`src/rtl/core/rlp_pkg.sv`:
```
// ----------------------------------------------------------------------------
// rlp_pkg
// Shared constants for the response likelihood product block.
// ----------------------------------------------------------------------------
package rlp_pkg;

  localparam int ITEMS_DEF        = 64;
  localparam int CATEGORIES_DEF   = 8;
  localparam int THETA_POINTS_DEF = 32;
  localparam int GROUPS_DEF       = 4;

  localparam logic [63:0] ONE_BITS  = 64'h3FF0_0000_0000_0000;
  localparam logic [63:0] QNAN_BITS = 64'h7FF8_0000_0000_0000;

  localparam logic [5:0] POINTS_RESET = 6'd32;

endpackage

```
`src/rtl/core/rlp_fmul.sv`:
```
// ----------------------------------------------------------------------------
// rlp_fmul
// Iterative IEEE double multiplier, round to nearest even. Four 27-bit
// partial products, then a normalize loop and a rounding step.
// ----------------------------------------------------------------------------
module rlp_fmul (
  input  logic        clk,
  input  logic        rst,
  input  logic        start,
  input  logic [63:0] a,
  input  logic [63:0] b,
  output logic        done,
  output logic [63:0] result
);

  typedef enum logic [3:0] {
    F_IDLE  = 4'b0001,
    F_MUL   = 4'b0010,
    F_NORM  = 4'b0100,
    F_ROUND = 4'b1000
  } fstate_t;

  fstate_t state;
  logic              sign;
  logic signed [13:0] exp;
  logic [105:0]      prod;
  logic [52:0]       ma;
  logic [52:0]       mb;
  logic [1:0]        step;

  // operand decode
  logic [10:0] ea, eb;
  logic [51:0] fa, fb;
  logic a_nan, b_nan, a_inf, b_inf, a_zero, b_zero;
  always_comb begin
    ea     = a[62:52];
    eb     = b[62:52];
    fa     = a[51:0];
    fb     = b[51:0];
    a_nan  = (ea == 11'h7FF) && (fa != '0);
    b_nan  = (eb == 11'h7FF) && (fb != '0);
    a_inf  = (ea == 11'h7FF) && (fa == '0);
    b_inf  = (eb == 11'h7FF) && (fb == '0);
    a_zero = (ea == '0) && (fa == '0);
    b_zero = (eb == '0) && (fb == '0);
  end

  // partial product for the current step
  logic [26:0]  op_a, op_b;
  logic [53:0]  pp;
  logic [105:0] pp_sh;
  always_comb begin
    op_a = step[0] ? {1'b0, ma[52:27]} : ma[26:0];
    op_b = step[1] ? {1'b0, mb[52:27]} : mb[26:0];
    pp   = op_a * op_b;
    unique case (step)
      2'd0:    pp_sh = 106'(pp);
      2'd3:    pp_sh = 106'(pp) << 54;
      default: pp_sh = 106'(pp) << 27;
    endcase
  end

  // rounding of the normalized product
  logic        rup;
  logic [53:0] mant;
  logic signed [13:0] fexp;
  always_comb begin
    rup  = prod[52] & ((|prod[51:0]) | prod[53]);
    mant = {1'b0, prod[105:53]} + 54'(rup);
    if (mant[53]) begin
      fexp = exp + 14'sd1;
    end else if (mant[52]) begin
      fexp = exp;
    end else begin
      fexp = '0;
    end
  end

  always_ff @(posedge clk) begin
    if (rst) begin
      state <= F_IDLE;
      done  <= 1'b0;
    end else begin
      done <= 1'b0;
      unique case (state)
        F_IDLE: begin
          if (start) begin
            sign <= a[63] ^ b[63];
            if (a_nan || b_nan || (a_inf && b_zero) || (a_zero && b_inf)) begin
              result <= rlp_pkg::QNAN_BITS;
              done   <= 1'b1;
            end else if (a_inf || b_inf) begin
              result <= {a[63] ^ b[63], 11'h7FF, 52'b0};
              done   <= 1'b1;
            end else if (a_zero || b_zero) begin
              result <= {a[63] ^ b[63], 63'b0};
              done   <= 1'b1;
            end else begin
              ma    <= {ea != '0, fa};
              mb    <= {eb != '0, fb};
              exp   <= $signed({3'b0, (ea == '0) ? 11'd1 : ea})
                     + $signed({3'b0, (eb == '0) ? 11'd1 : eb}) - 14'sd1022;
              prod  <= '0;
              step  <= '0;
              state <= F_MUL;
            end
          end
        end
        F_MUL: begin
          // accumulate one partial product per cycle
          prod <= prod + pp_sh;
          step <= step + 2'd1;
          if (step == 2'd3) begin
            state <= F_NORM;
          end
        end
        F_NORM: begin
          // shift right into the subnormal range, or left to normalize
          if (exp < 14'sd1) begin
            if (exp < -14'sd110) begin
              prod <= {105'b0, |prod};
              exp  <= 14'sd1;
            end else if (exp <= -14'sd15) begin
              prod <= {16'b0, prod[105:17], |prod[16:0]};
              exp  <= exp + 14'sd16;
            end else begin
              prod <= {1'b0, prod[105:2], |prod[1:0]};
              exp  <= exp + 14'sd1;
            end
          end else if (!prod[105] && exp > 14'sd1) begin
            if (prod[105:90] == '0 && exp > 14'sd16) begin
              prod <= prod << 16;
              exp  <= exp - 14'sd16;
            end else begin
              prod <= prod << 1;
              exp  <= exp - 14'sd1;
            end
          end else begin
            state <= F_ROUND;
          end
        end
        F_ROUND: begin
          if (fexp >= 14'sd2047) begin
            result <= {sign, 11'h7FF, 52'b0};
          end else begin
            result <= {sign, fexp[10:0], mant[53] ? 52'b0 : mant[51:0]};
          end
          done  <= 1'b1;
          state <= F_IDLE;
        end
        default: state <= F_IDLE;
      endcase
    end
  end

endmodule

```
`config.mk`:
```
export PLATFORM = sky130hd
export DESIGN_NAME = rlp_fmul
export DESIGN_NICKNAME = d
export VERILOG_FILES = /design/src/rtl/core/rlp_pkg.sv /design/src/rtl/core/rlp_fmul.sv
export SDC_FILE = /design/constraint.sdc
export NUM_CORES = 2
export LEC_CHECK = 0
export CAP_MARGIN = 0
export CORE_MARGIN = 10
export CORE_UTILIZATION = 45
export DETAILED_ROUTE_END_ITERATION = 10
export DONT_BUFFER_PORTS = 1
export GPL_TIMING_DRIVEN = 0
export PLACE_DENSITY = 0.62
export SYNTH_ARGS = -nofsm -noshare
export SYNTH_HDL_FRONTEND = slang
export SYNTH_SLANG_ARGS = --single-unit
```
`constraint.sdc`:
```
create_clock -name clk -period 14.5 [get_ports clk]
set_clock_uncertainty 0.15 [all_clocks]
set_input_delay 2.9 -clock clk [delete_from_list [all_inputs] [get_ports clk]]
set_output_delay 2.9 -clock clk [all_outputs]
set_load 0.03 [all_outputs]
```
After elaboration in Yosys (flattened, before gate mapping) --
Index checks and enable logic that the tools add are counted. Widths: inputs -> output; s select.
Word-level totals: bits in registers 298, output and inout bits 65
Operators by class: $add $sub $neg 9, $mul 1, magnitude comparators 6, eq/ne operators 16, mux-type cells 52, bitwise gates (word level) 7, reductions and logical operators 41
Operators by type and width (count):
- $mux 106 | 7
- $pmux 106 s3 | 1
- $mux 64 | 4
- $pmux 106 s2 | 1
- $mux 105 | 2
- $mux 14 | 11
- $pmux 64 s2 | 1
- $add 106x106->106 | 1
- $reduce_or 106->1 | 1
- $logic_not 52->1 | 2
- $reduce_bool 52->1 | 2
- $mux 63 | 1
- $add 53x1->54 | 1
- $mul 27x27->54 | 1
- $mux 27 | 2
- $mux 52 | 1
- $reduce_or 52->1 | 1
- $mux 4 | 7
- $pmux 14 s2 | 1
- $eq 11x11->1 const B | 2
- $logic_not 11->1 | 2
- $mux 11 | 2
- $reduce_bool 11->1 | 2
- $reduce_and 7->1 | 3
- other kinds (42) | 73

Logic depth before layout (Yosys ltp) --
depth after elaboration 9, mapped depth 46, mapped depth without buffers 41

Least setup slack after synthesis --
No wires, ideal clock.
path type reg2reg, from register step[1], to register prod[92] (data pin), arrival 10.658 ns, data required time 14.075 ns, setup slack 3.417 ns, stages on the path, launching flop included 39, period minus slack after synthesis 11.083 ns, cell sequence edfxtp_1 > clkbuf_1 > buf_1 > mux2i_1 > clkbuf_1 > nor2_1 > fa_1 > fa_1 > inv_1 > fa_1 > fa_1 > fa_1 > inv_1 > fa_1 > inv_1 > fa_1 > inv_1 > ha_1 > (+3 left out) > a311o_1 > a221o_1 > a221o_1 > a31o_1 > a21oi_1 > xor2_1 > o22ai_1 > ha_1 > nand4_1 > or4_1 > or4_1 > a211oi_1 > o211ai_1 > o21ba_2 > o31ai_2 > a21o_1 > xnor2_1 > o221ai_1
On the way: word-level cells in the longest chain between the ends 5, elaborated cells between the ends (all ways) 7, classes of those cells add/sub: 1; mul: 1; eq/ne: 1; mux: 3; reduce/logical: 1
RTL lines:
- from (decl) | line rlp_fmul.sv:29 | logic [1:0] step;
- from (signal assigned) | line rlp_fmul.sv:112 | step <= step + 2'd1;
- $mux 27 | line rlp_fmul.sv:54 | op_b = step[1] ? {1'b0, mb[52:27]} : mb[26:0];
- $mul 27x27->54 | line rlp_fmul.sv:55 | pp = op_a * op_b;
- $pmux 106 s2 (*) | line rlp_fmul.sv:56 | unique case (step)
- $add 106x106->106 (*) | line rlp_fmul.sv:111 | prod <= prod + pp_sh;
- $pmux 106 s3 (*) | line rlp_fmul.sv:85 | unique case (state)
- to (signal assigned) | line rlp_fmul.sv:111
- to (signal assigned) | line rlp_fmul.sv:121 | prod <= {105'b0, |prod};
- to (signal assigned) | line rlp_fmul.sv:124 | prod <= {16'b0, prod[105:17], |prod[16:0]};
- to (decl) | line rlp_fmul.sv:26 | logic [105:0] prod;
Every way passes the cells marked *; elsewhere a longest branch is shown, timed or not. A chain may end at the register's enable or synchronous reset.

Worst setup path in the final report --
from register step[0], to register prod[104] (data pin)
On the way: word-level cells in the longest chain between the ends 5, elaborated cells between the ends (all ways) 7, classes of those cells add/sub: 1; mul: 1; eq/ne: 1; mux: 3; reduce/logical: 1
RTL lines:
- $mux 27 | line rlp_fmul.sv:53 | op_a = step[0] ? {1'b0, ma[52:27]} : ma[26:0];
- $mul 27x27->54 | line rlp_fmul.sv:55
- $pmux 106 s2 (*) | line rlp_fmul.sv:56
- $add 106x106->106 (*) | line rlp_fmul.sv:111
- $pmux 106 s3 (*) | line rlp_fmul.sv:85
Marked as above.

==> summary.txt <==
Cells and area
  • Nets@finish: 6542
  • Layout cells sized above 1: 5.182%
  • Area growth, synth to finish: 7.643%

Placement
  • DP Wirelength: 156.3 mm
  • DP Worst Slack: -1.352 ns
  • PortBufs: 0
  • GP Congestion: 1.034

Clock tree
  • CTS root buffer: clkbuf_16
  • Later-pin clock latency in the skew report: 0.64 ns
  • Clk sink count: approximately 300
  • Maximum clock insertion buffer count: 3
  • TritonCTS buffer count: 39
  • TritonCTS clock tree: built
  • H-tree depth: 2
  • Worst-path clk slew: 0.06 ns

Timing
  • Worst setup margin: 0.4450 ns
  • RSZ-0062 raised after global routing: false
  • Fin crit share: between 90 and 100%
  • # setup viols final: 0
  • Max Slew Vio Count: 2
  • Hold Vio Cnt, Final: 0
  • Worst rel slew slack: -4.713%
  • Peak Freq: 0.07115 GHz
  • Slew of the pin with the lowest slew margin: approximately 1.6 ns
  • Minimum clock period: 14.05 ns

Outcome
  • Failing checks: max-capacitance violations, max-slew violations
  • Status: complete, but fails checks

Critical path
  • RR Endpoint: prod[104]
  • CP peak stage delay: 1.18 ns
  • Setup slack, reg-to-reg: 0.45 ns
  • Highest net fanout along the worst path: 10
  • CP Class: reg2reg
  • Endpoint class of the critical path: flop
  • Crit path arrival time: around 14 ns
  • FF-to-FF Start: step[0]
  • CP max-delay cell: mux2i_1
  • Worst EP required: about 15 ns
  • CP startpoint kind: flop
  • R2R depth: 38
  • CP dominant cell by count: fa_1

Synth
  • Largest family of logic cells by synthesized area: adder cells
  • Post-synth EDFFs: 293
  • Synth Area in Simple Gates: about 16%
  • Asr flop ratio synth: 0%
  • Register bit total from synthesis: 298
  • Post-Synth XOR/XNOR Area: under 10%
  • Synthesized area per cell: ~9 sq um
  • Compound-Gate Fraction of Synth Area: ~12%
  • Mapped cell area: 47540 sq um
  • Net Count, Synth: 6486
  • Top_reg_cell synth: edfxtp_1
  • Post-synthesis sequential area ratio: 18.72%
  • Yosys cell types: just under 90
  • Mux contribution to synthesized area: 5.242%
  • Synth warnings: 0
  • Post-Synthesis Cells: 5395
  • Post-Synth Adder-Cell Area: 35.15%

Global routing
  • Antenna violations before repair: 9
  • First-pass GRT wire length: 275.9 mm
  • Vias in the first global route: 41350
  • Gr usage total: 30.50%
  • Largest net degree at the start of global routing: 69
  • GRT Residual Overflow: 0

Min path
  • WHS Endpoint: result[63]
  • Hold_sp: sign
  • Hold-critical path depth: 2
  • Worst Hold Class: reg2reg

Floorplan
  • Ports: between 150 and 200
  • Initial core utilization: 45.23%
  • Die area: around 120000 sq um
  • Die width: 345.0 um
  • Die Y-Extent: about 350 um
  • Core Rows: 119
  • Core Box Area: around 110000 sq um

Route
  • Avg WL per Cell: ~27 um
  • Residual DRC: 0
  • Routed vias: 41920
  • Routed Antenna Nets: 0
  • Vias/cell: between 6 and 7
  • Routed WL: ~190 mm
  • Drt first pass iters: 8
  • Initial DRC count: 4677

Flow run
  • MaxCap Viol Count: 1
-- routing by layer --
metal / global-route usage [%] / part of all wire [%] / vias to the layer above / routed length, um
met1: 39.78 / 39 / 20800 / 73440
met5: 0 / 0.014 / - / 27
met4: 13.28 / 5.4 / 4 / 10080
met3: 8.871 / 12 / 507 / 22690
li1: - / - / 18100 / -
met2: 46.70 / 43 / 2515 / 81400
-- cell usage after synthesis (52+ instances only) --
library cell | count | share of area [%]
nor2_1 | 465 | 3.7
ha_1 | 334 | 8.8
mux2_2 | 52 | 1.2
xor2_1 | 93 | 1.7
nand4_1 | 83 | 1.1
nand3_1 | 64 | 0.67
o21ai_0 | 154 | 1.6
o221ai_1 | 84 | 1.5
xnor2_1 | 116 | 2.1
mux2i_1 | 189 | 4.0
and2_1 | 69 | 0.91
fa_1 | 626 | 26
clkbuf_1 | 243 | 1.9
nor4_1 | 68 | 0.89
a21o_1 | 99 | 1.6
nor3_1 | 55 | 0.58
a21oi_1 | 253 | 2.7
nand2_1 | 738 | 5.8
edfxtp_1 | 293 | 19
inv_1 | 791 | 6.2
-- logic make-up (layout without fill, tap and decap cells) --
family / Yosys count / after routing
AO/OA/AOI/OAI: 895 / 895
AND/OR/NAND/NOR: 1680 / 1680
multiplexers: 242 / 242
adder cells (fa/ha/maj): 960 / 960
flip-flops: 298 / 298
XOR/XNOR: 209 / 209
buffers and inverters: 1111 / 1197
other: 0 / 7
-- worst max-delay path, delay by kind of cell (launching register included) --
| family | cells | cell delay, ns |
|---|---|---|
| adders and majority gates | 9 | 4.09 |
| AOI/OAI and AO/OA | 12 | 3.34 |
| and+or+nand+nor | 7 | 2.47 |
| buffers and inverters | 7 | 1.33 |
| muxes | 1 | 1.18 |
| xor gates and xnor gates | 2 | 0.79 |
| DFF | 1 | 0.37 |
-- layout by cell type (no fill, tap or decap), drive strengths merged, types with 69 or more instances in the layout --
cell type / synthesis / routed
inv: 791 / 793
clkbuf: 243 / 293
nand4: 84 / 84
o221ai: 84 / 84
buf: 76 / 81
xor2: 93 / 93
nand2: 738 / 738
fa: 626 / 626
xnor2: 116 / 116
edfxtp: 293 / 293
ha: 334 / 334
a21o: 99 / 99
a21oi: 253 / 253
o21ai: 172 / 172
and2: 69 / 69
nor2: 465 / 465
mux2i: 189 / 189
-- sequential cells by signal (all words and copies together), names as in the netlist --
signal / count
result: 64
prod: 106
ma: 53
step: 2
exp: 14
done: 1
mb: 53
sign: 1
state: 4
-- through the flow --
stage          utilization [%]  instances  setup TNS, ns  instance area (sq um)  hold slack [ns]
6_report                 48.68       6879              0                  51180           0.3747
3_3_place_gp             46.88       6786         -19.00                  49280           0.3539
5_1_grt                  48.68       6876              0                  51170           0.3854
3_5_place_dp             47.17       6802         -21.96                  49590           0.3552
4_1_cts                  48.50       6873              0                  50980           0.3719
2_1_floorplan                -       5395              0                  47540           0.3336
-- layout make-up --
class	count	area (sq um)
antenna	7	17.52
buffer	318	1343
clock buffer	44	994.7
clock inverter	27	309.0
fill	10200	53940
inverter	792	2973
multi-input combinational	3986	34660
sequential	298	8899
tap	1391	1740
timing repair buffer	16	236.5
-- repair_timing --
item / in CTS / in global routing
hold buffers: 0 / 0
setup buffers: 0 / 0
gates resized for setup: 31 / 82
setup endpoints to repair: 35 / 21
-- worst max-delay path by stage --
stage	start	end
detailed placement	step[1]	prod[102]
global route	step[0]	prod[102]
CTS	step[1]	prod[102]
global placement	step[1]	prod[102]
finish	step[0]	prod[104]
floorplan	step[1]	prod[92]
Power is left out: the tool's default activity adds up to more than one toggle a clock period on the data nets, which glitch-free logic cannot reach.
